$ cat src/design/pdb_pkg.sv
// pdb_pkg: shared widths, codes, reset values and the result beat layout
// for the press delay debouncer bank. depends on nothing.
package pdb_pkg;

  localparam int BTN_W      = 8;
  localparam int AXIS_W     = 2;
  localparam int NOW_W      = 32;
  localparam int DELAY_W    = 16;
  localparam int IN_FIELD_W = BTN_W + 1 + 1 + AXIS_W + AXIS_W + NOW_W;
  localparam int IN_DATA_W  = ((IN_FIELD_W + 7) / 8) * 8;
  localparam int OUT_FIELD_W = BTN_W + 1 + 1 + AXIS_W + AXIS_W;
  localparam int OUT_DATA_W  = ((OUT_FIELD_W + 7) / 8) * 8;

  localparam int NUM_BUTTONS_DEF = 8;
  localparam int TIME_BITS_DEF   = 32;

  localparam logic [DELAY_W-1:0] DELAY_RESET = 16'd20;

  // three-way direction codes, two's complement
  localparam logic [AXIS_W-1:0] AXIS_IDLE = 2'b00;
  localparam logic [AXIS_W-1:0] AXIS_POS  = 2'b01;
  localparam logic [AXIS_W-1:0] AXIS_NEG  = 2'b11;

  // first member sits in the top bits, so buttons land lowest
  typedef struct packed {
    logic [AXIS_W-1:0] axis_y;
    logic [AXIS_W-1:0] axis_x;
    logic              right_trigger;
    logic              left_trigger;
    logic [BTN_W-1:0]  buttons;
  } result_t;

  typedef struct packed {
    logic out_valid;
    logic skid_valid;
  } stage_stat_t;

endpackage

$ cat src/design/pdb_bit_lane.sv
// pdb_bit_lane: debounce of one bit channel, instant release, delayed press.
// depends on pdb_pkg for the delay width.
module pdb_bit_lane #(
  parameter int TIME_BITS = pdb_pkg::TIME_BITS_DEF
) (
  input  logic                         clk,
  input  logic                         rst_n,
  input  logic                         en,
  input  logic                         raw,
  input  logic [TIME_BITS-1:0]         now,
  input  logic [pdb_pkg::DELAY_W-1:0]  delay,
  output logic                         q
);

  logic                 stable_r, stable_nxt;
  logic                 cand_r, cand_nxt;
  logic [TIME_BITS-1:0] since_r, since_nxt;
  logic [TIME_BITS-1:0] elapsed;
  logic                 held;

  assign elapsed = now - since_r;
  assign held    = elapsed >= TIME_BITS'(delay);

  always_comb begin
    stable_nxt = stable_r;
    cand_nxt   = raw;
    since_nxt  = now;
    if (raw == stable_r) begin
      stable_nxt = stable_r;
    end else if (!raw) begin
      stable_nxt = 1'b0;
    end else if (cand_r != raw) begin
      stable_nxt = stable_r;
    end else begin
      // candidate still held: keep its start time
      since_nxt = since_r;
      if (held) begin
        stable_nxt = 1'b1;
      end
    end
  end

  assign q = stable_nxt;

  always_ff @(posedge clk) begin
    if (!rst_n) begin
      stable_r <= 1'b0;
      cand_r   <= 1'b0;
      since_r  <= '0;
    end else if (en) begin
      stable_r <= stable_nxt;
      cand_r   <= cand_nxt;
      since_r  <= since_nxt;
    end
  end

endmodule

$ cat src/design/pdb_axis_lane.sv
// pdb_axis_lane: debounce of one three-way axis, drop on release or reversal.
// depends on pdb_pkg for the direction codes and delay width.
module pdb_axis_lane #(
  parameter int TIME_BITS = pdb_pkg::TIME_BITS_DEF
) (
  input  logic                         clk,
  input  logic                         rst_n,
  input  logic                         en,
  input  logic [pdb_pkg::AXIS_W-1:0]   raw,
  input  logic [TIME_BITS-1:0]         now,
  input  logic [pdb_pkg::DELAY_W-1:0]  delay,
  output logic [pdb_pkg::AXIS_W-1:0]   q
);

  logic [pdb_pkg::AXIS_W-1:0] dir;
  logic [pdb_pkg::AXIS_W-1:0] stable_r, stable_nxt;
  logic [pdb_pkg::AXIS_W-1:0] cand_r, cand_nxt;
  logic [TIME_BITS-1:0]       since_r, since_nxt;
  logic [TIME_BITS-1:0]       elapsed;
  logic                       held;

  // the unused pattern 10 saturates to minus one
  always_comb begin
    unique case (raw)
      pdb_pkg::AXIS_IDLE: dir = pdb_pkg::AXIS_IDLE;
      pdb_pkg::AXIS_POS:  dir = pdb_pkg::AXIS_POS;
      default:            dir = pdb_pkg::AXIS_NEG;
    endcase
  end

  assign elapsed = now - since_r;
  assign held    = elapsed >= TIME_BITS'(delay);

  always_comb begin
    stable_nxt = stable_r;
    cand_nxt   = dir;
    since_nxt  = now;
    if (dir == stable_r) begin
      stable_nxt = stable_r;
    end else if (dir == pdb_pkg::AXIS_IDLE || stable_r != pdb_pkg::AXIS_IDLE) begin
      stable_nxt = pdb_pkg::AXIS_IDLE;
    end else if (cand_r != dir) begin
      stable_nxt = stable_r;
    end else begin
      since_nxt = since_r;
      if (held) begin
        stable_nxt = dir;
      end
    end
  end

  assign q = stable_nxt;

  always_ff @(posedge clk) begin
    if (!rst_n) begin
      stable_r <= pdb_pkg::AXIS_IDLE;
      cand_r   <= pdb_pkg::AXIS_IDLE;
      since_r  <= '0;
    end else if (en) begin
      stable_r <= stable_nxt;
      cand_r   <= cand_nxt;
      since_r  <= since_nxt;
    end
  end

endmodule

$ cat src/design/pdb_merge.sv
// pdb_merge: gathers the lane results into one beat and holds it in an
// output register backed by a skid register. depends on pdb_pkg.
module pdb_merge (
  input  logic                            clk,
  input  logic                            rst_n,
  input  logic                            in_fire,
  input  pdb_pkg::result_t                res,
  output logic                            in_tready,
  output logic                            out_tvalid,
  input  logic                            out_tready,
  output logic [pdb_pkg::OUT_DATA_W-1:0]  out_tdata,
  output pdb_pkg::stage_stat_t            stat
);

  pdb_pkg::result_t out_data_r, out_data_nxt;
  pdb_pkg::result_t skid_data_r, skid_data_nxt;
  logic             out_valid_r, out_valid_nxt;
  logic             skid_valid_r, skid_valid_nxt;
  logic             out_fire;

  assign in_tready = !skid_valid_r;
  assign out_fire  = out_valid_r && out_tready;

  always_comb begin
    out_valid_nxt  = out_valid_r;
    out_data_nxt   = out_data_r;
    skid_valid_nxt = skid_valid_r;
    skid_data_nxt  = skid_data_r;
    if (out_fire) begin
      if (skid_valid_r) begin
        out_data_nxt   = skid_data_r;
        skid_valid_nxt = 1'b0;
      end else if (in_fire) begin
        out_data_nxt = res;
      end else begin
        out_valid_nxt = 1'b0;
      end
    end else if (in_fire) begin
      if (out_valid_r) begin
        // output stalled: park the new beat
        skid_valid_nxt = 1'b1;
        skid_data_nxt  = res;
      end else begin
        out_valid_nxt = 1'b1;
        out_data_nxt  = res;
      end
    end
  end

  always_ff @(posedge clk) begin
    if (!rst_n) begin
      out_valid_r  <= 1'b0;
      skid_valid_r <= 1'b0;
    end else begin
      out_valid_r  <= out_valid_nxt;
      skid_valid_r <= skid_valid_nxt;
    end
  end

  always_ff @(posedge clk) begin
    out_data_r  <= out_data_nxt;
    skid_data_r <= skid_data_nxt;
  end

  assign out_tvalid      = out_valid_r;
  assign out_tdata       = pdb_pkg::OUT_DATA_W'(out_data_r);
  assign stat.out_valid  = out_valid_r;
  assign stat.skid_valid = skid_valid_r;

`ifndef ASSERT_OFF
  a_skid_needs_out: assert property (@(posedge clk) disable iff (!rst_n)
    skid_valid_r |-> out_valid_r)
    else $error("skid holds a beat while output register is empty");

  a_stall_parks: assert property (@(posedge clk) disable iff (!rst_n)
    (in_fire && out_valid_r && !out_tready) |=> (skid_valid_r && skid_data_r == $past(res)))
    else $error("beat taken during stall was not parked");

  a_skid_drains: assert property (@(posedge clk) disable iff (!rst_n)
    (out_fire && skid_valid_r) |=> (out_valid_r && out_data_r == $past(skid_data_r)))
    else $error("parked beat did not move to the output register");

  a_no_fire_when_full: assert property (@(posedge clk) disable iff (!rst_n)
    skid_valid_r |-> !in_fire)
    else $error("beat accepted with skid register full");
`endif

endmodule

$ cat src/design/press_delay_debouncer_bank.sv
// press_delay_debouncer_bank: top level, one lane per button and trigger,
// one per axis, merged into a registered result beat. depends on pdb_pkg.
//
//  channel | dir | tdata fields, lowest bit first
//  in_     | in  | buttons_raw[7:0] left_trigger_raw[8] right_trigger_raw[9]
//          |     | axis_x_raw[11:10] axis_y_raw[13:12] now_ms[45:14], pad to 48
//  out_    | out | buttons_out[7:0] left_trigger_out[8] right_trigger_out[9]
//          |     | axis_x_out[11:10] axis_y_out[13:12], pad to 16
//  cfg_    | in  | press_delay_ms[15:0], written when cfg_we is high
//
// one sample per cycle while in_tready is high; one subtract and compare per lane
// per beat; if out_ is not stalled, the result is on out_ the cycle after the beat.
// rst_n low clears every lane state, empties the output stage, delay back to 20.
// a stalled output keeps one more beat in the skid register; in_tready falls
// only when both the output and skid registers are full.
module press_delay_debouncer_bank #(
  parameter int NUM_BUTTONS = pdb_pkg::NUM_BUTTONS_DEF,
  parameter int TIME_BITS   = pdb_pkg::TIME_BITS_DEF
) (
  input  logic                            clk,
  input  logic                            rst_n,
  input  logic                            in_tvalid,
  output logic                            in_tready,
  // buttons_raw, left_trigger_raw, right_trigger_raw, axis_x_raw, axis_y_raw, now_ms
  input  logic [pdb_pkg::IN_DATA_W-1:0]   in_tdata,
  output logic                            out_tvalid,
  input  logic                            out_tready,
  // buttons_out, left_trigger_out, right_trigger_out, axis_x_out, axis_y_out
  output logic [pdb_pkg::OUT_DATA_W-1:0]  out_tdata,
  input  logic                            cfg_we,
  input  logic [pdb_pkg::DELAY_W-1:0]     cfg_wdata
);

  localparam int BTN_W = pdb_pkg::BTN_W;

  logic [pdb_pkg::DELAY_W-1:0] delay_r;
  logic                        in_fire;
  logic [BTN_W-1:0]            f_buttons;
  logic                        f_lt, f_rt;
  logic [pdb_pkg::AXIS_W-1:0]  f_ax, f_ay;
  logic [pdb_pkg::NOW_W-1:0]   f_now;
  logic [TIME_BITS-1:0]        now_w;
  logic [NUM_BUTTONS-1:0]      btn_q;
  logic [BTN_W-1:0]            btn_out;
  logic                        lt_q, rt_q;
  logic [pdb_pkg::AXIS_W-1:0]  ax_q, ay_q;
  pdb_pkg::result_t            res;
  pdb_pkg::stage_stat_t        stat;

  assign f_buttons = in_tdata[BTN_W-1:0];
  assign f_lt      = in_tdata[BTN_W];
  assign f_rt      = in_tdata[BTN_W+1];
  assign f_ax      = in_tdata[BTN_W+3:BTN_W+2];
  assign f_ay      = in_tdata[BTN_W+5:BTN_W+4];
  assign f_now     = in_tdata[BTN_W+6+pdb_pkg::NOW_W-1:BTN_W+6];
  assign now_w     = TIME_BITS'(f_now);

  assign in_fire = in_tvalid && in_tready;

  always_ff @(posedge clk) begin
    if (!rst_n) begin
      delay_r <= pdb_pkg::DELAY_RESET;
    end else if (cfg_we) begin
      delay_r <= cfg_wdata;
    end
  end

  for (genvar i = 0; i < NUM_BUTTONS; i++) begin : g_btn
    logic raw;
    if (i < BTN_W) begin : g_wired
      assign raw = f_buttons[i];
    end else begin : g_absent
      assign raw = 1'b0;
    end
    pdb_bit_lane #(.TIME_BITS(TIME_BITS)) u_lane (
      .clk(clk), .rst_n(rst_n), .en(in_fire), .raw(raw),
      .now(now_w), .delay(delay_r), .q(btn_q[i])
    );
  end

  for (genvar j = 0; j < BTN_W; j++) begin : g_bout
    if (j < NUM_BUTTONS) begin : g_used
      assign btn_out[j] = btn_q[j];
    end else begin : g_unused
      assign btn_out[j] = 1'b0;
    end
  end

  pdb_bit_lane #(.TIME_BITS(TIME_BITS)) u_lt (
    .clk(clk), .rst_n(rst_n), .en(in_fire), .raw(f_lt),
    .now(now_w), .delay(delay_r), .q(lt_q)
  );

  pdb_bit_lane #(.TIME_BITS(TIME_BITS)) u_rt (
    .clk(clk), .rst_n(rst_n), .en(in_fire), .raw(f_rt),
    .now(now_w), .delay(delay_r), .q(rt_q)
  );

  pdb_axis_lane #(.TIME_BITS(TIME_BITS)) u_ax (
    .clk(clk), .rst_n(rst_n), .en(in_fire), .raw(f_ax),
    .now(now_w), .delay(delay_r), .q(ax_q)
  );

  pdb_axis_lane #(.TIME_BITS(TIME_BITS)) u_ay (
    .clk(clk), .rst_n(rst_n), .en(in_fire), .raw(f_ay),
    .now(now_w), .delay(delay_r), .q(ay_q)
  );

  assign res.buttons       = btn_out;
  assign res.left_trigger  = lt_q;
  assign res.right_trigger = rt_q;
  assign res.axis_x        = ax_q;
  assign res.axis_y        = ay_q;

  pdb_merge u_merge (
    .clk(clk), .rst_n(rst_n), .in_fire(in_fire), .res(res),
    .in_tready(in_tready), .out_tvalid(out_tvalid), .out_tready(out_tready),
    .out_tdata(out_tdata), .stat(stat)
  );

`ifndef ASSERT_OFF
  a_ready_tracks_skid: assert property (@(posedge clk) disable iff (!rst_n)
    in_tready == !stat.skid_valid)
    else $error("in_tready disagrees with skid occupancy");

  a_trigger_release: assert property (@(posedge clk) disable iff (!rst_n)
    (in_fire && !f_lt) |=> (out_tvalid && !stat.skid_valid) |-> !out_tdata[BTN_W])
    else $error("left trigger release not reported at once");

  a_axis_no_pattern: assert property (@(posedge clk) disable iff (!rst_n)
    out_tvalid |-> out_tdata[BTN_W+3:BTN_W+2] != 2'b10 && out_tdata[BTN_W+5:BTN_W+4] != 2'b10)
    else $error("axis result carries the unused pattern");
`endif

endmodule

$ cat config.mk
export PLATFORM = sky130hd
export DESIGN_NAME = press_delay_debouncer_bank
export DESIGN_NICKNAME = d
export VERILOG_FILES = /design/src/design/pdb_pkg.sv /design/src/design/pdb_bit_lane.sv /design/src/design/pdb_axis_lane.sv /design/src/design/pdb_merge.sv /design/src/design/press_delay_debouncer_bank.sv
export SDC_FILE = /design/constraint.sdc
export NUM_CORES = 2
export LEC_CHECK = 0
export BUFFER_PORTS_ARGS = -buffer_cell sky130_fd_sc_hd__buf_2
export CAP_MARGIN = 25
export CORE_UTILIZATION = 30
export CTS_BUF_LIST = sky130_fd_sc_hd__clkbuf_2
export DETAILED_ROUTE_END_ITERATION = 7
export GPL_ROUTABILITY_DRIVEN = 0
export SLEW_MARGIN = 40
export SYNTH_ARGS = -nofsm -noshare
export SYNTH_HDL_FRONTEND = slang
export SYNTH_SLANG_ARGS = --single-unit
$ cat constraint.sdc
create_clock -name clk -period 7.6 [get_ports clk]
set_input_delay 1.14 -clock clk [delete_from_list [all_inputs] [get_ports clk]]
set_output_delay 1.14 -clock clk [all_outputs]
set_load 0.01 [all_outputs]
Word level (Yosys, flattened, before mapping)
Cells that the tools add are included.
W data, S select, Z words.
{"block": "word_totals", "word_cells": 241, "out_inout_bits": 18, "in_bits": 69, "reg_bits": 458}
{"block": "classes", "bitwise": 2, "mux": 95, "magnitude_cmp": 12, "n_reduce_logical": 32, "addsub": 12, "n_eq_ne": 39}
{"cell": "$mux W32", "n": 36}
{"cell": "$ge A32 B16 Y1", "n": 12}
{"cell": "$sub A32 B32 Y32", "n": 12}
{"cell": "$mux W14", "n": 5}
{"cell": "$mux W1", "n": 44}
{"cell": "$ne A3 B1 Y1 const B", "n": 10}
{"cell": "$reduce_and A2 Y1", "n": 13}
{"cell": "$mux W2", "n": 8}
{"cell": "$eq A1 B1 Y1", "n": 10}
{"cell": "$ne A1 B1 Y1", "n": 10}
{"cell": "$reduce_and A3 Y1", "n": 3}
{"cell": "$logic_not A2 Y1", "n": 4}
{"cell": "$pmux W2 S2", "n": 2}
{"cell": "$reduce_bool A2 Y1", "n": 4}
{"cell": "$ne A2 B2 Y1 const B", "n": 3}
{"cell": "$reduce_bool A3 Y1", "n": 2}
{"cell": "$eq A2 B1 Y1 const B", "n": 2}
{"cell": "$eq A2 B2 Y1", "n": 2}
{"cell": "$ne A2 B2 Y1", "n": 2}
{"cell": "$logic_and A1 B1 Y1", "n": 2}
{"cell": "$logic_or A1 B1 Y1", "n": 2}
{"cell": "$not A1 Y1", "n": 2}
{"cell": "$reduce_or A2 Y1", "n": 1}
{"cell": "$logic_not A1 Y1", "n": 1}

Longest topological paths before layout
{"block": "depth", "depth_word": 9, "mapped_depth": 23, "ltp_nobuf": 22}

Hierarchy
From an unflattened synthesis, not the netlist that was laid out.
{"block": "unflattened", "cells_unflattened": 6466, "area_unflattened_um2": 47239.1}
{"mod": "pdb_bit_lane at g_btn[3].u_lane ...", "cells_per_inst": 521, "instances": 6, "area_each_um2": 3717.3}
{"mod": "pdb_axis_lane", "cells_per_inst": 557, "instances": 2, "area_each_um2": 4008.8}
{"mod": "pdb_bit_lane at g_btn[1].u_lane", "cells_per_inst": 508, "instances": 1, "area_each_um2": 3816.2}
{"mod": "pdb_bit_lane at g_btn[2].u_lane", "cells_per_inst": 537, "instances": 1, "area_each_um2": 3773.6}
{"mod": "pdb_bit_lane at u_rt", "cells_per_inst": 532, "instances": 1, "area_each_um2": 3768.6}
{"mod": "pdb_bit_lane at g_btn[0].u_lane", "cells_per_inst": 535, "instances": 1, "area_each_um2": 3748.6}
{"mod": "pdb_merge", "cells_per_inst": 62, "instances": 1, "area_each_um2": 1193.6}
{"mod": "press_delay_debouncer_bank", "cells_per_inst": 52, "instances": 1, "area_each_um2": 616.8}

Least setup slack after synthesis
No wires, ideal clock.
{"block": "synth_path", "kind": "input to register", "start": "input port in_tdata[15] (netlist name)", "end": "register u_merge.out_data_r (netlist bit u_merge.out_tdata[2]), data pin", "setup_ps": 269, "path_slack_ps": 1776, "stages": 18, "t_arrival_ps": 5555, "cell_sequence": "clkbuf_1 inv_1 fa_1 nand2b_1 a211oi_1 o21ai_2 a21oi_1 xor2_1 ha_1 nor2b_1 o21ai_0 o21ai_0 a2111oi_0 or4b_2 nor4_1 nand4_1 a2111oi_2 o21ai_1"}
{"element": "from (decl)", "line": "press_delay_debouncer_bank.sv:25", "source": "input logic [pdb_pkg::IN_DATA_W-1:0] in_tdata,"}
{"element": "to (signal assigned)", "line": "pdb_merge.sv:61", "source": "out_data_r <= out_data_nxt;"}
{"element": "to (decl)", "line": "pdb_merge.sv:15", "source": "pdb_pkg::result_t out_data_r, out_data_nxt;"}

==> run metrics <==
TritonCTS clock tree built; Critical Path Start Type input pin; clk buf depth 3; Critical Path Sink Type flip-flop; hold wc startpoint in_tdata[43]; vertical extent of the die 389 um; number of cells traversed by the worst hold path 3; number of warning messages in the yosys log 0; DRC 0; Main synth FF type dfxtp_1; type of the worst min-delay path input pin to flip-flop; number of standard cells after synthesis 6,136; RSZ-0062 raised after global routing false; postcts setup bufs 0; most common cell after layout, fill and taps aside nand2_1; Total Nets Final 6,889; final count of pins violating max slew 0; deepest level of the CTS H-tree 4; Worst Reg-to-Reg Cells 19; Setup TNS Final 0 ns; share of the core filled with cells in the final layout 33.4%; GRT overflow 0; number of enable flip-flop cells after synthesis 28; Final Cycle Share 82.0%; ratio of cells with drive above 1 in the final layout 7.42%; Clk Latency, worst-skew pair 1.53 ns; highest fanout seen on the critical path 13; max frequency 160 MHz; async set-or-reset flop fraction in the synthesized netlist 0%; number of search-and-repair iterations in the first detailed-routing pass 6; count of standard-cell rows 141; Max-cap violations 0; result of the run finished, final reports clean; clock root cell clkbuf_2; total global-route track usage 18.7%; data arrival time of the critical path 7.49 ns; data required time of the worst path 8.86 ns; Final Hold Fails 0; Initial Util 30.3%; first-pass GRT wire length 227 mm; clock-pin slew reported for the worst setup and hold paths after clock tree synthesis 0.11 ns; commonest cells after routing, fill and taps aside 1,147 x nand2_1, 574 x ha_1, 487 x inv_1; peak supply drop 0.126 mV; number of DRC violations after detailed-routing iteration 0 3,404; worst slew margin relative to its limit 24.5%; horizontal extent of the die 389 um; number of top-level design ports 87; power density relative to cell area 166 nW/um^2; via count normalized by instance count 5.33; antenna violation net count after detailed routing 0; Reg-to-Reg End u_merge.out_tdata[1]; R2R Setup Slk 2.30 ns; via total after detailed routing 44,500; Inserted Clock Buffers 135; DP HPWL 107 mm; number of clock sinks seen by CTS 458; PortBufs 82; Floorplan Core Area 148,000 sq um; initial antenna violation count 12; Final setup viols 0; Netlist Area Pre-Place 45,000 sq um; largest net degree at the start of global routing 214; Worst Skew 0.137 ns; synthesis-stage register bit count 458; Distinct cells, synth 100; end of the worst hold path u_ay.since_r[29]; post-layout min period 6.23 ns; leak pwr 0.0200 uW; die area 152,000 sq um; average instance area after synthesis 7.33 sq um; count of cells resized by post-cts repair 0; post-DR wirelength/cell 17.4 um; via count of the first global-routing pass 41,100; category of the critical setup timing path input pin to flip-flop; portion of the post-synthesis area used by sequential elements 21.0%; start of the worst register-to-register path g_btn[1].u_lane.since_r[0]; DRT Wirelength 145 mm; actual transition at the worst max-transition pin 1.13 ns; Synth-to-Final Area Change 10.0%
==> logic make-up (layout without fill, tap and decap cells) <==
| family | count (synthesis) | in the layout | synth area share [%] |
|---|---|---|---|
| AO/OA/AOI/OAI | 1894 | 1894 | 28.5 |
| multiplexers | 57 | 57 | 1.29 |
| adder cells (fa/ha/maj) | 586 | 586 | 16.5 |
| buffers and inverters | 768 | 966 | 6.50 |
| flip-flops | 458 | 458 | 21.0 |
| AND/OR/NAND/NOR | 2123 | 2123 | 21.4 |
| XOR/XNOR | 249 | 249 | 4.85 |
| other | 1 | 10 | 0.00833 |
==> layout make-up <==
type	count	area, sq um
inverter	487	1830
clock inverter	50	259
tap	2002	2500
antenna	8	20.0
clock buffer	188	941
fill	15900	98800
sequential	458	9450
multi-input combinational	4911	32700
timing repair buffer	241	1810
==> worst max-delay path by stage <==
stage | startpoint | endpoint
6_report | in_tdata[14] | u_merge.out_tdata[2]
5_1_grt | in_tdata[14] | u_merge.out_tdata[2]
4_1_cts | in_tdata[14] | u_merge.out_tdata[2]
3_5_place_dp | in_tdata[14] | u_merge.out_tdata[2]
3_3_place_gp | in_tdata[14] | u_merge.out_tdata[2]
2_1_floorplan | in_tdata[15] | u_merge.out_tdata[2]
==> timing repair <==
| item | in CTS | in global routing |
|---|---|---|
| hold buffers | 58 | 0 |
| endpoints found under the setup margin | 0 | 0 |
| hold endpoints to repair | 234 | 0 |
==> stage by stage <==
step                      setup WS, ns  std cells  hold WS (ns)  total power, uW  cell area, sq um
after floorplan                   1.78       6137         0.443             5330             45000
after global placement           0.597       8039         0.451             6150             47700
after detailed placement         0.509       8040         0.458             6230             47700
after CTS                         1.61       8336       0.00314             8270             49500
after global routing              1.13       8345        0.0705             8870             49500
final                             1.37       8345         0.180             8210             49500
==> power by group <==
group | leakage [uW] | internal [uW] | switching (uW) | total (uW)
clock | 0.000916 | 741 | 1210 | 1950
sequential | 0.00381 | 2580 | 82.1 | 2660
combinational | 0.0152 | 1430 | 2160 | 3600
total | 0.0200 | 4760 | 3460 | 8210
==> worst max-delay path, cell delays in order <==
cell and delay (ns):
dlygate4sd3_1 0.62, buf_2 0.37, inv_1 0.35, buf_4 0.28, ha_1 0.22, fa_1 0.40
nand2b_1 0.19, a211oi_1 0.53, o21ai_2 0.22, a21oi_1 0.21, xor2_1 0.18, ha_1 0.26
nor2b_1 0.13, o21ai_0 0.15, o21ai_0 0.11, a2111oi_0 0.31, or4b_2 0.65, nor4_1 0.26
nand4_1 0.16, a2111oi_2 0.55, o21ai_1 0.18
==> synth_stat cells (all sizes together), types with 15 or more instances <==
cell type | n | area, sq um
a2111oi | 30 | 308
a211o | 20 | 175
a211oi | 78 | 606
a21boi | 410 | 3080
a21o | 169 | 1270
a21oi | 425 | 2140
a31oi | 55 | 357
and2 | 24 | 150
and3 | 45 | 287
and4 | 22 | 193
buf | 24 | 133
clkbuf | 257 | 965
dfxtp | 430 | 8610
edfxtp | 28 | 841
ha | 574 | 7180
inv | 487 | 1830
mux2i | 49 | 490
nand2 | 1151 | 4330
nand2b | 91 | 569
nand3 | 113 | 566
nand4 | 77 | 482
nand4b | 18 | 158
nor2 | 299 | 1120
nor2b | 67 | 419
nor3 | 100 | 505
nor4 | 26 | 175
o2111ai | 26 | 228
o211ai | 60 | 455
o21a | 67 | 503
o21ai | 297 | 1510
o21bai | 46 | 345
o22ai | 17 | 106
o31a | 28 | 245
o31ai | 37 | 278
or2 | 16 | 100
or3 | 22 | 138
or4 | 15 | 116
xnor2 | 155 | 1360
xor2 | 94 | 823
==> routing by layer <==
metal	track usage (%)	vias to the layer above	part of all wire [%]
li1	-	22000	-
met1	26.0	20800	48
met2	29.2	1363	43
met3	2.98	271	6.3
met4	6.44	4	3.0
met5	0	-	0.020
==> flip-flops by register name, indices dropped and copies added (netlist names) <==
register               count
g_btn.u_lane.since_r     256
u_ax.since_r              32
u_ay.since_r              32
u_lt.since_r              32
u_rt.since_r              32
delay_r                   16
u_merge.out_tdata         14
u_merge.skid_data_r       14
g_btn.u_lane.cand_r        8
g_btn.u_lane.stable_r      8
u_ax.cand_r                2
u_ax.stable_r              2
u_ay.cand_r                2
u_ay.stable_r              2
u_lt.cand_r                1
u_lt.stable_r              1
u_merge.out_tvalid         1
u_merge.skid_valid_r       1
u_rt.cand_r                1
u_rt.stable_r              1
Power figures use the tool's default switching activity.
